[src/hw/rtl/ssd_pkg.sv]
`timescale 1ns / 1ps
// ----------------------------------------------------------------------------
// ssd_pkg
// Shared types, widths and helper functions for the seven-segment scanner.
// ----------------------------------------------------------------------------
package ssd_pkg;

    // Word kinds
    typedef enum logic {
        OP_LOAD = 1'b0,
        OP_TICK = 1'b1
    } t_op;

    localparam int NUMBER_W   = 14;
    localparam int SEG_W      = 7;
    localparam int SEL_W      = 4;
    // 14-bit binary needs at most five decimal digits
    localparam int BCD_DIGITS = 5;
    localparam int BCD_W      = BCD_DIGITS * 4;
    localparam int QUEUE_DEPTH = 2;

    typedef logic [BCD_W-1:0] t_bcd;
    typedef logic [3:0]       t_digit;
    typedef logic [SEG_W-1:0] t_seg;

    // Largest value shown by n digits, 10^n - 1 (elaboration only)
    function automatic int max_value(input int n);
        int m;
        m = 1;
        for (int k = 0; k < n; k++) begin
            m = m * 10;
        end
        return m - 1;
    endfunction

    // One shift-and-add-3 step of binary to BCD conversion
    function automatic t_bcd bcd_step(input t_bcd b, input logic bit_in);
        t_bcd a;
        a = b;
        for (int k = 0; k < BCD_DIGITS; k++) begin
            if (a[k*4 +: 4] >= 4'd5) begin
                a[k*4 +: 4] = a[k*4 +: 4] + 4'd3;
            end
        end
        return {a[BCD_W-2:0], bit_in};
    endfunction

    // Segment pattern of one decimal digit
    function automatic t_seg seg_of(input t_digit d);
        t_seg s;
        unique case (d)
            4'd0:    s = 7'h7E;
            4'd1:    s = 7'h30;
            4'd2:    s = 7'h6D;
            4'd3:    s = 7'h79;
            4'd4:    s = 7'h33;
            4'd5:    s = 7'h5B;
            4'd6:    s = 7'h5F;
            4'd7:    s = 7'h70;
            4'd8:    s = 7'h7F;
            4'd9:    s = 7'h7B;
            default: s = 7'h00;
        endcase
        return s;
    endfunction

endpackage

[src/hw/rtl/ssd_front.sv]
`timescale 1ns / 1ps
// ----------------------------------------------------------------------------
// ssd_front
// Accepts words, saturates loads, converts them to decimal in two halves and
// turns the digits into blanked segment patterns. Three pipeline stages.
// ----------------------------------------------------------------------------
module ssd_front #(
    parameter int DIGIT_COUNT = 4
) (
    input  logic                                i_clk,
    input  logic                                i_rst_n,
    input  logic                                i_valid,
    output logic                                o_ready,
    input  logic                                i_op,
    input  logic [ssd_pkg::NUMBER_W-1:0]        i_number,
    output logic                                o_valid,
    input  logic                                i_ready,
    output logic                                o_op,
    output logic [DIGIT_COUNT*ssd_pkg::SEG_W-1:0] o_patterns
);

    localparam int LIM   = ssd_pkg::max_value(DIGIT_COUNT);
    localparam int HALF  = ssd_pkg::NUMBER_W / 2;
    localparam int PAT_W = DIGIT_COUNT * ssd_pkg::SEG_W;

    logic                         r_v1, r_v2, r_v3;
    logic                         r_op1, r_op2, r_op3;
    logic [ssd_pkg::NUMBER_W-1:0] r_n1;
    ssd_pkg::t_bcd                r_bcd2;
    logic [HALF-1:0]              r_low2;
    logic [PAT_W-1:0]             r_pat3;

    logic                         rdy1, rdy2, rdy3;
    logic [ssd_pkg::NUMBER_W-1:0] sat_n;
    ssd_pkg::t_bcd                n_bcd2;
    logic [PAT_W-1:0]             n_pat3;

    // Stage enables: a stage loads when it is empty or draining
    assign rdy3    = !r_v3 || i_ready;
    assign rdy2    = !r_v2 || rdy3;
    assign rdy1    = !r_v1 || rdy2;
    assign o_ready = rdy1;

    // Saturate to the largest displayable value
    assign sat_n = ({18'd0, i_number} > 32'(LIM)) ? ssd_pkg::NUMBER_W'(LIM) : i_number;

    // Upper half of the conversion
    always_comb begin
        n_bcd2 = '0;
        for (int k = 0; k < ssd_pkg::NUMBER_W - HALF; k++) begin
            n_bcd2 = ssd_pkg::bcd_step(n_bcd2, r_n1[ssd_pkg::NUMBER_W-1-k]);
        end
    end

    // Lower half, digit lookup and leading-zero blanking
    always_comb begin
        ssd_pkg::t_bcd  bcd;
        ssd_pkg::t_digit d;
        logic           seen;
        int             idx;
        bcd    = r_bcd2;
        seen   = 1'b0;
        n_pat3 = '0;
        for (int k = 0; k < HALF; k++) begin
            bcd = ssd_pkg::bcd_step(bcd, r_low2[HALF-1-k]);
        end
        for (int p = 0; p < DIGIT_COUNT; p++) begin
            idx = DIGIT_COUNT - 1 - p;
            d   = '0;
            if (idx < ssd_pkg::BCD_DIGITS) begin
                d = bcd[idx*4 +: 4];
            end
            if (d != 4'd0) begin
                seen = 1'b1;
            end
            if (seen || (p == DIGIT_COUNT - 1)) begin
                n_pat3[p*ssd_pkg::SEG_W +: ssd_pkg::SEG_W] = ssd_pkg::seg_of(d);
            end
        end
    end

    // Valid bits
    always_ff @(posedge i_clk) begin
        if (!i_rst_n) begin
            r_v1 <= 1'b0;
            r_v2 <= 1'b0;
            r_v3 <= 1'b0;
        end else begin
            if (rdy1) r_v1 <= i_valid;
            if (rdy2) r_v2 <= r_v1;
            if (rdy3) r_v3 <= r_v2;
        end
    end

    // Payload
    always_ff @(posedge i_clk) begin
        if (rdy1) begin
            r_op1 <= i_op;
            r_n1  <= sat_n;
        end
        if (rdy2) begin
            r_op2  <= r_op1;
            r_bcd2 <= n_bcd2;
            r_low2 <= r_n1[HALF-1:0];
        end
        if (rdy3) begin
            r_op3  <= r_op2;
            r_pat3 <= n_pat3;
        end
    end

    assign o_valid    = r_v3;
    assign o_op       = r_op3;
    assign o_patterns = r_pat3;

endmodule

[src/hw/rtl/ssd_queue.sv]
`timescale 1ns / 1ps
// ----------------------------------------------------------------------------
// ssd_queue
// Two-entry word queue between the front and back parts.
// ----------------------------------------------------------------------------
module ssd_queue #(
    parameter int WIDTH = 29
) (
    input  logic             i_clk,
    input  logic             i_rst_n,
    input  logic             i_valid,
    output logic             o_ready,
    input  logic [WIDTH-1:0] i_data,
    output logic             o_valid,
    input  logic             i_ready,
    output logic [WIDTH-1:0] o_data
);

    logic [WIDTH-1:0] r_mem [ssd_pkg::QUEUE_DEPTH];
    logic             r_wptr, r_rptr;
    logic [1:0]       r_count;
    logic             push, pop;

    assign o_ready = (r_count != 2'(ssd_pkg::QUEUE_DEPTH));
    assign o_valid = (r_count != 2'd0);
    assign push    = i_valid && o_ready;
    assign pop     = o_valid && i_ready;
    assign o_data  = r_mem[r_rptr];

    // Storage
    always_ff @(posedge i_clk) begin
        if (push) begin
            r_mem[r_wptr] <= i_data;
        end
    end

    // Pointers and fill count
    always_ff @(posedge i_clk) begin
        if (!i_rst_n) begin
            r_wptr  <= 1'b0;
            r_rptr  <= 1'b0;
            r_count <= 2'd0;
        end else begin
            if (push) r_wptr <= ~r_wptr;
            if (pop)  r_rptr <= ~r_rptr;
            r_count <= r_count + 2'(push) - 2'(pop);
        end
    end

endmodule

[src/hw/rtl/ssd_back.sv]
`timescale 1ns / 1ps
// ----------------------------------------------------------------------------
// ssd_back
// Holds the digit patterns and the scan position; stores loads and answers
// ticks through a registered output.
// ----------------------------------------------------------------------------
module ssd_back #(
    parameter int DIGIT_COUNT = 4
) (
    input  logic                                  i_clk,
    input  logic                                  i_rst_n,
    input  logic                                  i_valid,
    output logic                                  o_ready,
    input  logic                                  i_op,
    input  logic [DIGIT_COUNT*ssd_pkg::SEG_W-1:0] i_patterns,
    output logic                                  o_valid,
    input  logic                                  i_ready,
    output logic [ssd_pkg::SEG_W-1:0]             o_segments,
    output logic [ssd_pkg::SEL_W-1:0]             o_digit_select
);

    localparam int SCAN_W = (DIGIT_COUNT > 1) ? $clog2(DIGIT_COUNT) : 1;
    localparam int PAT_W  = DIGIT_COUNT * ssd_pkg::SEG_W;

    logic [PAT_W-1:0]          r_pat;
    logic [SCAN_W-1:0]         r_scan;
    logic                      r_out_v;
    logic [ssd_pkg::SEG_W-1:0] r_seg;
    logic [ssd_pkg::SEL_W-1:0] r_sel;

    logic                      is_tick, out_free, pop_load, pop_tick;
    logic [SCAN_W-1:0]         n_scan;
    logic [ssd_pkg::SEL_W-1:0] n_sel;

    assign is_tick  = (ssd_pkg::t_op'(i_op) == ssd_pkg::OP_TICK);
    assign out_free = !r_out_v || i_ready;
    // Loads never wait on the output register
    assign o_ready  = !is_tick || out_free;
    assign pop_load = i_valid && !is_tick;
    assign pop_tick = i_valid && is_tick && out_free;

    // Next scan position, wraps at the last digit
    assign n_scan = (r_scan == SCAN_W'(DIGIT_COUNT - 1)) ? '0 : r_scan + 1'b1;

    // One-hot select; positions past the field width select nothing
    always_comb begin
        for (int b = 0; b < ssd_pkg::SEL_W; b++) begin
            n_sel[b] = (32'(r_scan) == b);
        end
    end

    // Pattern store and scan counter
    always_ff @(posedge i_clk) begin
        if (!i_rst_n) begin
            r_pat  <= '0;
            r_scan <= '0;
        end else begin
            if (pop_load) r_pat  <= i_patterns;
            if (pop_tick) r_scan <= n_scan;
        end
    end

    // Output register
    always_ff @(posedge i_clk) begin
        if (!i_rst_n) begin
            r_out_v <= 1'b0;
        end else if (out_free) begin
            r_out_v <= pop_tick;
        end
    end

    always_ff @(posedge i_clk) begin
        if (pop_tick) begin
            r_seg <= r_pat[r_scan*ssd_pkg::SEG_W +: ssd_pkg::SEG_W];
            r_sel <= n_sel;
        end
    end

    assign o_valid        = r_out_v;
    assign o_segments     = r_seg;
    assign o_digit_select = r_sel;

    // Checks
    a_scan_only_on_tick: assert property (@(posedge i_clk) disable iff (!i_rst_n)
        !pop_tick |=> $stable(r_scan))
        else $error("scan position moved without a tick");

    a_load_stored: assert property (@(posedge i_clk) disable iff (!i_rst_n)
        pop_load |=> (r_pat == $past(i_patterns)))
        else $error("load word not stored");

    a_tick_shown: assert property (@(posedge i_clk) disable iff (!i_rst_n)
        pop_tick |=> (r_out_v && $onehot0(r_sel)))
        else $error("tick word not presented");

endmodule

[src/hw/rtl/seven_segment_display_scanner_core.sv]
`timescale 1ns / 1ps
// ----------------------------------------------------------------------------
// seven_segment_display_scanner_core
// Multiplexed seven-segment driver: load words set the shown number, tick
// words return one digit's segments and one-hot select.
// ----------------------------------------------------------------------------
// One word is accepted per cycle while o_ready is high, loads and ticks alike. A
// load runs through a three-stage conversion pipeline (saturate; upper half of
// binary-to-BCD; lower half with segment lookup and leading-zero blanking) and a
// two-entry queue before it reaches the pattern store; ticks follow the same
// path and come out of a registered output, so a tick result always sees every
// load accepted ahead of it. Loads give no result word.
module seven_segment_display_scanner_core #(
    parameter int DIGIT_COUNT = 4
) (
    input  logic                              i_clk,
    input  logic                              i_rst_n,
    input  logic                              i_valid,
    output logic                              o_ready,
    input  logic                              i_op,
    input  logic [ssd_pkg::NUMBER_W-1:0]      i_number,
    output logic                              o_valid,
    input  logic                              i_ready,
    output logic [ssd_pkg::SEG_W-1:0]         o_segments,
    output logic [ssd_pkg::SEL_W-1:0]         o_digit_select
);

    localparam int PAT_W = DIGIT_COUNT * ssd_pkg::SEG_W;

    logic             f_valid, f_ready, f_op;
    logic [PAT_W-1:0] f_pat;
    logic             q_valid, q_ready;
    logic [PAT_W:0]   q_data;

    // Front: conversion pipeline
    ssd_front #(.DIGIT_COUNT(DIGIT_COUNT)) u_front (
        .i_clk      (i_clk),
        .i_rst_n    (i_rst_n),
        .i_valid    (i_valid),
        .o_ready    (o_ready),
        .i_op       (i_op),
        .i_number   (i_number),
        .o_valid    (f_valid),
        .i_ready    (f_ready),
        .o_op       (f_op),
        .o_patterns (f_pat)
    );

    // Queue between front and back
    ssd_queue #(.WIDTH(PAT_W + 1)) u_queue (
        .i_clk   (i_clk),
        .i_rst_n (i_rst_n),
        .i_valid (f_valid),
        .o_ready (f_ready),
        .i_data  ({f_op, f_pat}),
        .o_valid (q_valid),
        .i_ready (q_ready),
        .o_data  (q_data)
    );

    // Back: pattern store and scan
    ssd_back #(.DIGIT_COUNT(DIGIT_COUNT)) u_back (
        .i_clk          (i_clk),
        .i_rst_n        (i_rst_n),
        .i_valid        (q_valid),
        .o_ready        (q_ready),
        .i_op           (q_data[PAT_W]),
        .i_patterns     (q_data[PAT_W-1:0]),
        .o_valid        (o_valid),
        .i_ready        (i_ready),
        .o_segments     (o_segments),
        .o_digit_select (o_digit_select)
    );

endmodule

[config.mk]
export PLATFORM = sky130hd
export DESIGN_NAME = seven_segment_display_scanner_core
export DESIGN_NICKNAME = d
export VERILOG_FILES = /design/src/hw/rtl/ssd_pkg.sv /design/src/hw/rtl/ssd_front.sv /design/src/hw/rtl/ssd_queue.sv /design/src/hw/rtl/ssd_back.sv /design/src/hw/rtl/seven_segment_display_scanner_core.sv
export SDC_FILE = /design/constraint.sdc
export NUM_CORES = 1
export LEC_CHECK = 0
export BUFFER_PORTS_ARGS = -buffer_cell sky130_fd_sc_hd__buf_2
export CORE_UTILIZATION = 30
export CTS_CLUSTER_DIAMETER = 150
export CTS_CLUSTER_SIZE = 16
export DETAILED_ROUTE_END_ITERATION = 8
export HOLD_SLACK_MARGIN = 0.08
export PLACE_DENSITY = 0.55
export SETUP_SLACK_MARGIN = 0.4
export SLEW_MARGIN = 30
export SYNTH_ARGS = -nofsm -noshare
export SYNTH_HDL_FRONTEND = slang
export SYNTH_SLANG_ARGS = --single-unit
[constraint.sdc]
create_clock -name i_clk -period 11.3 [get_ports i_clk]
set_clock_uncertainty 0.2 [all_clocks]
set_input_delay 1.695 -clock i_clk [delete_from_list [all_inputs] [get_ports i_clk]]
set_output_delay 1.695 -clock i_clk [all_outputs]
set_load 0.01 [all_outputs]
======== Yosys cells after proc, flatten, opt, wreduce, memory -nomap -nowiden ========
Memory sizes are Yosys's and may differ from the RTL's. A register that Yosys moved wholly into a read port is not among the register bits.
Cells that the tools add are included.
cells by class
  order comparisons ....................... 33
  muxes and demuxes ....................... 40
  $mul .................................... 1
  $add $sub $neg .......................... 35
  reduce and logical (&&, ||, !) cells .... 23
  equality and inequality tests ........... 4
  bitwise logic cells ..................... 2
  shift operators ......................... 1
operators with widths
  kind                  count
  $ge 4x3->1 const B    28
  $mux 4                25
  $add 4x2->4 const B   23
  $shiftx 28x6->7       1
  $mux 3                7
  $add 3x2->3 const B   5
  $gt 14x14->1 const B  1
  $reduce_bool 4->1     3
  $add 3x2->4 const B   2
  $logic_not 1->1       8
  $mux 1                7
  $add 1x2->3 const B   2
  $ge 1x3->1 const B    2
  $ge 3x3->1 const B    2
  $logic_and 1x1->1     5
  $logic_or 1x1->1      5
  $mul 2x3->5 const B   1
  $eq 2x2->1 const B    2
  $add 2x1->2           1
  $add 2x1->2 const B   1
  $eq 2x1->1 const B    1
  $logic_not 2->1       1
  $mux 2                1
  $ne 2x2->1 const B    1
  3 further kinds       4
word-level totals
  bits of input ports ..................... 19
  word-level logic and storage cells ...... 162
  memory bits (writable) .................. 58
  output and inout port bits .............. 13
  flip-flop bits (word level) ............. 82
  memories kept ........................... 5
  bits in read-only memories .............. 448
memories
  memory           words  bits a word  read ports  clocked after Yosys merged registers in  write ports  RTL line         source
  (no name shown)  16     7            1           1                                        0            ssd_pkg.sv:51    unique case (d)
  (no name shown)  16     7            1           1                                        0            ssd_pkg.sv:51
  (no name shown)  16     7            1           1                                        0            ssd_pkg.sv:51
  (no name shown)  16     7            1           1                                        0            ssd_pkg.sv:51
  u_queue.r_mem    2      29           1           1                                        1            ssd_queue.sv:19  logic [WIDTH-1:0] r_mem [ssd_pkg::QUEUE_DEPTH];

======== Logic depth before layout (Yosys ltp) ========
Gate-level depths: netlist of run 1.
  depth after elaboration ................. 19
  gate-level depth with buffers ........... 40
  gate-level depth less buffers ........... 36

======== Hierarchy ========
Synthesis of run 1 repeated with hierarchy kept, for this count alone.
second synthesis, totals
  cells, all modules ...................... 1018
  area total of the unflattened synthesis .. 10681.5 µm²
by module, submodules not included
  module     area an instance (µm²)  cells an instance  times used  seq. area each (µm²)
  ssd_front  6550.0                  740                1           1891.8
  ssd_queue  2367.3                  114                1           1841.8
  ssd_back   1764.2                  164                1           950.9

======== Least setup slack after synthesis of run 1 ========
No wires, ideal clock.
  kind .................................... register to register
  from .................................... register u_front.r_bcd2[0]
  to ...................................... register u_front.r_pat3[14], in the netlist u_front.o_patterns[14], data pin
  arrival time ............................ 7.395 ns
  buffers on the path ..................... 4
  setup time .............................. 0.272 ns
  stages on the path, launching flop included .. 36
  slack ................................... 3.434 ns
  cell sequence ........................... edfxtp_1 clkbuf_1 inv_1 ha_1 buf_6 nor2b_4 buf_6 nor3_2 a21oi_2 a21oi_1 xnor2_1 nand2b_1 ha_1 a21oi_1 xnor3_1 ha_1 or2_2 nand2_1 a2111oi_2 nor2_1 ha_1 nor3_1 o311ai_0 nand2_1 ha_1 o311ai_0 a22o_1 buf_2 and2_1 nor2_1 xnor2_1 ha_1 and2_1 o2111a_2 and4_1 a21oi_1
between the ends
  word-level cells in the longest chain between the ends .. 19
ends and longest elaborated chain
  what                                              RTL line                      source
  from (decl)                                       ssd_front.sv:29               ssd_pkg::t_bcd r_bcd2;
  from (signal assigned)                            ssd_front.sv:103              r_bcd2 <= n_bcd2;
  $add 4x2->4 / $ge 4x3->1 (equally long branches)  ssd_pkg.sv:42, ssd_pkg.sv:41
  $mux 4 (*)                                        ssd_pkg.sv:41                 if (a[k*4 +: 4] >= 4'd5) begin
  $add 4x2->4 / $ge 4x3->1 (equally long branches)  ssd_pkg.sv:42, ssd_pkg.sv:41
  $mux 4                                            ssd_pkg.sv:41
  $add 4x2->4 / $ge 4x3->1 (equally long branches)  ssd_pkg.sv:42, ssd_pkg.sv:41
  $mux 4                                            ssd_pkg.sv:41
  $add 4x2->4 (tied with other cells)               ssd_pkg.sv:42                 a[k*4 +: 4] = a[k*4 +: 4] + 4'd3;
  $mux 4 / $mux 3 (equally long branches)           ssd_pkg.sv:41
  $add 4x2->4 (tied with other cells)               ssd_pkg.sv:42
  $mux 4 / $mux 3 (equally long branches)           ssd_pkg.sv:41
  $add 4x2->4 (tied with other cells)               ssd_pkg.sv:42
  $mux 4 / $mux 3 (equally long branches)           ssd_pkg.sv:41
  $add 4x2->4 (tied with other cells)               ssd_pkg.sv:42
  $mux 4 / $mux 3 (equally long branches)           ssd_pkg.sv:41
  $reduce_bool 4->1                                 ssd_front.sv:73               if (d != 4'd0) begin
  $mux 1 (3 in series)                              ssd_front.sv:73
  $logic_not 1->1 (no source line)                  --
  to (decl)                                         ssd_front.sv:31               logic [PAT_W-1:0] r_pat3;
Mark *: on every way between the ends. The rest lies on a longest branch, timed or not.
A chain may end at the register's enable or synchronous reset.

======== Worst setup path after layout of run 1 ========
  from .................................... register u_front.r_bcd2[0]
  to ...................................... register u_front.r_pat3[18], in the netlist u_front.o_patterns[18], data pin
Same word-level chain as after synthesis.

==> impl_results.md, run 1 <==
* ANT cells at 0
* Synth Net Count at 1078
* CTS Buf Count at 17
* Initial antenna violation count at 0
* Max-slew violation count at 0
* Drt first-iter violations at roughly 440
* TritonCTS clock tree: yes
* DP Cell Count at 1449
* DRT antenna net count at 0
* Yosys top cell area share at 0.375
* Area of the multi-input gates at around 5400 um^2
* Most common cell on crit path: ha_1
* Fmax at 0.114 GHz
* Routability Congestion at 0.808
* Routed WL at just under 20 mm
* CP Capture Type: flop
* CTS resizes at 0
* Reg2reg start: u_front.r_bcd2[0]$_DFFE_PP_
* RR Endpoint: u_front.o_patterns[18]$_SDFFCE_PN0P_
* Met2 Usage GRT at 0.201
* Non-Filler Instances at 1483
* FF/Latch Area at 4680 um^2
* Actual slew at the worst max-slew pin at 0.892 ns
* Hold Vio Cnt, Final at 0
* Gr busiest metal: met2
* Routed via count at 7416
* Ports at 32
* Cells after Synth at 1009
* YS warnings at 0
* # DRC at 0
* First-pass GRT wire length at 33.7 mm
* Post-route setup TNS at 0 ns
* Syn Area/Cell at 10.3 um^2
* Die Wd at 188 um
* Final net count at 1091
* Req. time, crit path at 11.25 ns
* Number of vias per cell at 5.00
* Drt pass-1 iters at 5
* Run status: finished, final reports clean
* Flop2flop setup slack at 2.51 ns
* FP Rows at 67
* CTS Buffer Depth at 2
* Tmin final at 8.79 ns
* Layout cells sized above 1 at 0.129
* Die height at 188 um
* Worst-path maximum fanout at 14
* Period utilisation layout at 0.778
* Post-CTS setup buffer count at 0
* CP max-delay cell: o311ai_0
* Area added between synthesis and finish at 11.2%
* EDFF count, synth at between 100 and 150
* Crit-path max cell delay at between 0.6 and 0.7 ns
* Critical path endpoint: u_front.o_patterns[18]$_SDFFCE_PN0P_
* Crit path kind: reg -> reg
* DIE AREA at 35500 um^2
* Initial cell density of the core at 0.307
* Crit start category: flop
* Clock transition at the registers of the reported paths at 0.08 ns
* Root Buffer Master: clkbuf_16
* Num Clock Sinks at 169
* Sequential fraction of the synthesis area at 0.450
* Critical path launch point: u_front.r_bcd2[0]$_DFFE_PP_
* Final setup fails at 0
* Ys async rst share at 0
* Most common flop cell mapped by yosys: edfxtp_1
* Avg WL per Cell at 13.4 um
* Vias in the first global route at 7115
* Post-Syn Area at 10400 um^2
* FF-to-FF path depth at 33
* RSZ-0062 raised after global routing: false
* Rel. slew slack at 0.404
* # H-tree levels at 4
* Yosys reg bits at 169
* Clk_lat worst skew at about 0.43 ns
* Placeable core area at 33900 um^2
* Arr. time, crit path at 8.74 ns
* Fill count at between 3000 and 4000
* Largest net degree at the start of global routing at 57
* Met3 usage at 0.0227
* # port buffers at 31
* Top cells by area in the synthesized netlist: edfxtp_1 37%, dfxtp_1 7.5%, ha_1 6.0%
* Min-delay worst type: reg -> reg
* HPWL after DPL at about 14 mm
* Met1 usage at 0.145
* Gr usage total at 0.115
* Max_cap viols at 0
* Yosys cell types at between 90 and 100
* # hold bufs at CTS at 0
* GRT overflow at 0
* Dominant cell type by area after synthesis: edfxtp_1
-- worst max-delay path, delay by kind of cell (launching register included) --
| kind | cells | cell delay, ns |
|---|---|---|
| AOI/OAI and AO/OA | 10 | 2.28 |
| xor gates and xnor gates | 3 | 1.12 |
| adders and majority gates | 6 | 1.73 |
| buffers and inverters | 1 | 0.14 |
| DFF | 1 | 0.55 |
| and+or+nand+nor | 13 | 2.48 |
-- sequential cells by signal, summed over array words and instances (netlist names), named ones only --
register / flops
u_queue.r_rptr: 1
u_front.r_v1: 1
u_front.r_low2: 7
u_front.r_v2: 1
u_front.r_op2: 1
u_front.o_op: 1
u_queue.r_mem: 58
u_front.r_op1: 1
u_front.r_bcd2: 9
u_back.o_segments: 7
u_front.o_valid: 1
u_back.r_scan: 2
u_front.o_patterns: 28
u_queue.r_count: 2
u_back.o_valid: 1
u_back.r_pat: 28
u_front.r_n1: 14
u_queue.r_wptr: 1
u_back.o_digit_select: 4
-- layout make-up --
type / instances / area share
clock buffer: 19 / 0.0392
clock inverter: 13 / 0.00962
inverter: 47 / 0.0152
multi-input combinational: 748 / 0.465
sequential: 169 / 0.405
tap: 448 / 0.0484
timing repair buffer: 39 / 0.0184
-- how the worst min path moves through the flow --
| stage | startpoint | end | slack (ns) | depth (start not counted) |
|---|---|---|---|---|
| 2_1_floorplan | u_front.r_op2$_DFFE_PP_ | u_front.o_op$_DFFE_PP_ | 0.20 | 0 |
| 3_3_place_gp | u_front.r_n1[7]$_SDFFCE_PN0P_ | u_front.r_bcd2[0]$_DFFE_PP_ | 0.20 | 0 |
| 3_5_place_dp | u_front.r_op2$_DFFE_PP_ | u_front.o_op$_DFFE_PP_ | 0.21 | 0 |
| 4_1_cts | u_front.r_op2$_DFFE_PP_ | u_front.o_op$_DFFE_PP_ | 0.22 | 0 |
| 5_1_grt | u_front.r_n1[1]$_SDFFCE_PN1P_ | u_front.r_low2[1]$_DFFE_PP_ | 0.23 | 0 |
| 6_report | u_front.r_n1[7]$_SDFFCE_PN0P_ | u_front.r_bcd2[0]$_DFFE_PP_ | 0.22 | 0 |
-- per-stage QoR --
step / setup slack (ns) / cell area, um^2 / hold WS, ns / util
final: 2.51 / 11600 / 0.220 / 0.342
after global routing: 1.61 / 11600 / 0.226 / 0.342
after CTS: 2.50 / 11600 / 0.221 / 0.341
after detailed placement: 2.53 / 11000 / 0.205 / 0.325
after global placement: 2.84 / 11000 / 0.202 / 0.325
after floorplan: 3.43 / 10400 / 0.200 / -
-- cells in the final DEF (no fill, tap or decap), drive strengths merged, types with 4 or more instances in the layout --
master / synthesis / final
a211o: 4 / 4
a211oi: 12 / 12
a21boi: 12 / 12
a21o: 11 / 11
a21oi: 64 / 64
a22oi: 5 / 5
a31oi: 6 / 6
a32oi: 4 / 4
and2: 17 / 17
and3: 11 / 11
buf: 13 / 38
clkbuf: 32 / 20
clkinv: 0 / 5
dfxtp: 39 / 39
edfxtp: 130 / 130
ha: 50 / 50
inv: 47 / 54
mux2: 10 / 10
mux2i: 48 / 48
mux4: 7 / 7
nand2: 99 / 99
nand2b: 22 / 22
nand3: 19 / 19
nor2: 69 / 69
nor2b: 15 / 15
nor3: 22 / 22
o211a: 31 / 31
o211ai: 17 / 17
o21a: 14 / 14
o21ai: 68 / 68
o21bai: 5 / 5
o22ai: 10 / 10
o311ai: 6 / 6
o31ai: 7 / 7
or2: 5 / 5
or3: 7 / 7
xnor2: 16 / 16
-- kinds of logic (layout without fill, tap and decap cells) --
| family | count (synthesis) | in the layout | synth area share |
|---|---|---|---|
| fa+ha+maj | 51 | 51 | 0.0611 |
| flops | 169 | 169 | 0.450 |
| compound gates | 307 | 307 | 0.215 |
| mux | 65 | 65 | 0.0744 |
| xor+xnor | 20 | 20 | 0.0203 |
| simple gates | 305 | 305 | 0.144 |
| buf+inv | 92 | 118 | 0.0355 |
-- synthesized netlist by cell type (all sizes together), types with 31 or more instances --
cell / number
edfxtp: 130
ha: 50
o211a: 31
nand2: 99
clkbuf: 32
mux2i: 48
dfxtp: 39
a21oi: 64
o21ai: 68
inv: 47
nor2: 69
-- per-layer routing --
metal,share of wire,wire length [um]
met1,0.48,9460
met2,0.48,9620
met3,0.030,589
met4,0.0097,193
met5,0,0
Power of run 1 is left out: the tool's default activity adds up to more than one toggle a clock period on the data nets, which glitch-free logic cannot reach.
==> run 2, diff against run 1 <==
--- a/config.mk
+++ b/config.mk
@@ -5,6 +5,7 @@
 export SDC_FILE = /design/constraint.sdc
 export NUM_CORES = 1
 export LEC_CHECK = 0
+export ABC_AREA = 1
 export BUFFER_PORTS_ARGS = -buffer_cell sky130_fd_sc_hd__buf_2
 export CORE_UTILIZATION = 30
 export CTS_CLUSTER_DIAMETER = 150
==> constraint.sdc (replaced) <==
create_clock -name i_clk -period 8.73 [get_ports i_clk]
set_clock_uncertainty 0.2 [all_clocks]
set_input_delay 1.3095 -clock i_clk [delete_from_list [all_inputs] [get_ports i_clk]]
set_output_delay 1.3095 -clock i_clk [all_outputs]
set_load 0.01 [all_outputs]
==> impl_results.md, run 2 <==
* Fill count at 3112
* Clock transition at the registers of the reported paths at ~0.07 ns
* Synth cell count leaders: 255 x nand2_1, 131 x inv_1, 130 x edfxtp_1
* Initial cell density of the core at 0.308
* CP Capture Type: flop
* GRT overflow at 0
* FP Rows at 64
* Most frequent cells in the layout: 255 x nand2_1, 131 x inv_1, 130 x edfxtp_1, 68 x nand3_1, 62 x o21ai_0
* Routed via count at 6691
* FF-to-FF path depth at between 40 and 50
* Synth Net Count at 1140
* Cells after Synth at 1071
* Final net count at about 1200
* Req. time, crit path at 8.72 ns
* Count leader, synth: nand2_1
* Fmax at 0.157 GHz
* DRT antenna net count at 0
* Num Clock Sinks at 169
* Critical path endpoint: u_front.o_patterns[20]$_SDFFCE_PN0P_
* Placeable core area at between 30000 and 40000 um^2
* Yosys reg bits at between 150 and 200
* Run status: finished, final reports clean
* # hold bufs at CTS at 0
* Buf+Inv Stages, Crit Path at 9
* Vias in the first global route at 6460
* Post-CTS setup buffer count at 0
* Final setup fails at 0
* Period utilisation layout at 0.728
* Met3 usage at 0.0234
* Yosys cell types at 46
* Met1 usage at 0.130
* Crit start category: flop
* TritonCTS clock tree: yes
* ANT cells at 0
* FF/Latch Area at approximately 4700 um^2
* Hold Vio Cnt, Final at 0
* Commonest non-fill, non-tap cell in the layout: nand2_1
* Min-delay worst type: reg -> reg
* Reg2reg start: u_front.r_bcd2[0]$_DFFE_PP_
* Number of vias per cell at 4.41
* Post-Syn Area at 9530 um^2
* Arr. time, crit path at 6.34 ns
* Reg with most FFs: u_queue.r_mem
* Post-route setup TNS at 0 ns
* Sequential fraction of the synthesis area at 0.492
* RR Endpoint: u_front.o_patterns[20]$_SDFFCE_PN0P_
* Routed WL at 17.0 mm
* Crit-path max cell delay at 0.42 ns
* Hold_sp: u_front.r_n1[5]$_SDFFCE_PN0P_
* Area added between synthesis and finish at 12.9%
* Top cells by area in the synthesized netlist: edfxtp_1 41%, nand2_1 10%, dfxtp_1 8.2%
* YS warnings at 0
* Die Wd at 180 um
* Placed Area at 10200 um^2
* Critical path launch point: u_front.r_bcd2[0]$_DFFE_PP_
* Gr usage total at 0.109
* Ports at 32
* Crit path max-delay family: simple AND/OR/NAND/NOR gates
* Max_cap viols at 0
* Ys async rst share at 0
* Met2 Usage GRT at 0.195
* CTS resizes at 0
* Gr busiest metal: met2
* Root Buffer Master: clkbuf_16
* HPWL after DPL at 12.1 mm
* Flop2flop setup slack at 2.38 ns
* CTS Buffer Depth at 2
* Tmin final at around 6.4 ns
* Fin area at 10800 um^2
* # H-tree levels at 4
* Cell count along the critical path at 44
* Drt pass-1 iters at 5
* CP max-delay cell: edfxtp_1
* Syn Area/Cell at 8.90 um^2
* Crit path kind: reg -> reg
* # DRC at 0
* Layout cells sized above 1 at 0.179
* Routability Congestion at 0.792
* Die height at between 150 and 200 um
* Worst-path maximum fanout at 10
* # port buffers at 31
* First-pass GRT wire length at 29.3 mm
* Max-slew violation count at 0
* EDFF count, synth at 130
* DIE AREA at 32500 um^2
* Yosys top cell area share at 0.410
* Most common cell on crit path: nand2_1
* Drt first-iter violations at 366
* Area of the multi-input gates at 4220 um^2
* Avg WL per Cell at 11.2 um
* Clk_lat worst skew at approximately 0.43 ns
* Largest net degree at the start of global routing at 57
* RSZ-0062 raised after global routing: false
* Dominant cell type by area after synthesis: edfxtp_1
* Initial antenna violation count at 0
* Max reg flops at 58
* Most common flop cell mapped by yosys: edfxtp_1
* Actual slew at the worst max-slew pin at 0.897 ns
* CTS Buf Count at 17
* Rel. slew slack at 0.401
run 2: cell count changes in the layout (fill, tap and decap cells not counted), moves of 18 or more:
cell / delta
inv_1: +90
nand3_1: +49
nand2b_1: -22
o211a_1: -31
mux2i_1: -45
a31oi_1: +22
nand2_1: +156
a21oi_1: -34
nand2_2: +47
nor3_1: -18
nand3_2: +20
run 2: metal layers:
metal  vias to the layer above  routed length (um)
met3                        10                 387
met1                      2980                8180
li1                       3627                   -
met5                         -                   0
met4                         0                 171
met2                        74                8260
run 2: worst reg2reg max path: cells and delay by family (launching register included):
kind | cells | cell delay, ns
DFF | 1 | 0.42
buffers and inverters | 9 | 0.74
adders and majority gates | 6 | 1.23
and+or+nand+nor | 25 | 2.71
AOI/OAI and AO/OA | 2 | 0.34
xor gates and xnor gates | 2 | 0.46
run 2: area by class of cell:
class                      count  area share
tap                          396      0.0460
timing repair buffer          37      0.0186
inverter                     152      0.0530
clock buffer                  20      0.0435
multi-input combinational    730       0.392
sequential                   169       0.435
clock inverter                12      0.0120
run 2: worst min-delay path by stage:
stage	end	slack (ns)	cells past startpoint
2_1_floorplan	u_front.o_op$_DFFE_PP_	0.20	0
3_3_place_gp	u_front.r_op2$_DFFE_PP_	0.20	0
3_5_place_dp	u_front.r_low2[6]$_DFFE_PP_	0.21	0
4_1_cts	u_front.o_op$_DFFE_PP_	0.22	0
5_1_grt	u_front.r_low2[0]$_DFFE_PP_	0.23	0
6_report	u_front.r_low2[5]$_DFFE_PP_	0.22	0
run 2: cells by family (layout without fill, tap and decap cells):
logic type | count (synthesis) | after routing | share of synthesized area
and+or+nand+nor | 512 | 512 | 0.266
buffers and inverters | 172 | 221 | 0.0685
DFF | 169 | 169 | 0.492
AOI/OAI and AO/OA | 151 | 151 | 0.0893
adders and majority gates | 50 | 50 | 0.0656
xor gates and xnor gates | 16 | 16 | 0.0182
muxes | 1 | 1 | 0.00105
run 2: stage by stage:
step / hold slack (ns) / setup WS, ns / instances / util
after CTS: 0.224 / 2.35 / 1516 / 0.348
final: 0.222 / 2.38 / 1516 / 0.348
after global placement: 0.202 / 2.61 / 1484 / 0.329
after global routing: 0.228 / 1.74 / 1516 / 0.348
after floorplan: 0.200 / 2.91 / 1071 / -
after detailed placement: 0.205 / 2.37 / 1484 / 0.329
Power of run 2 is left out for the same reason.
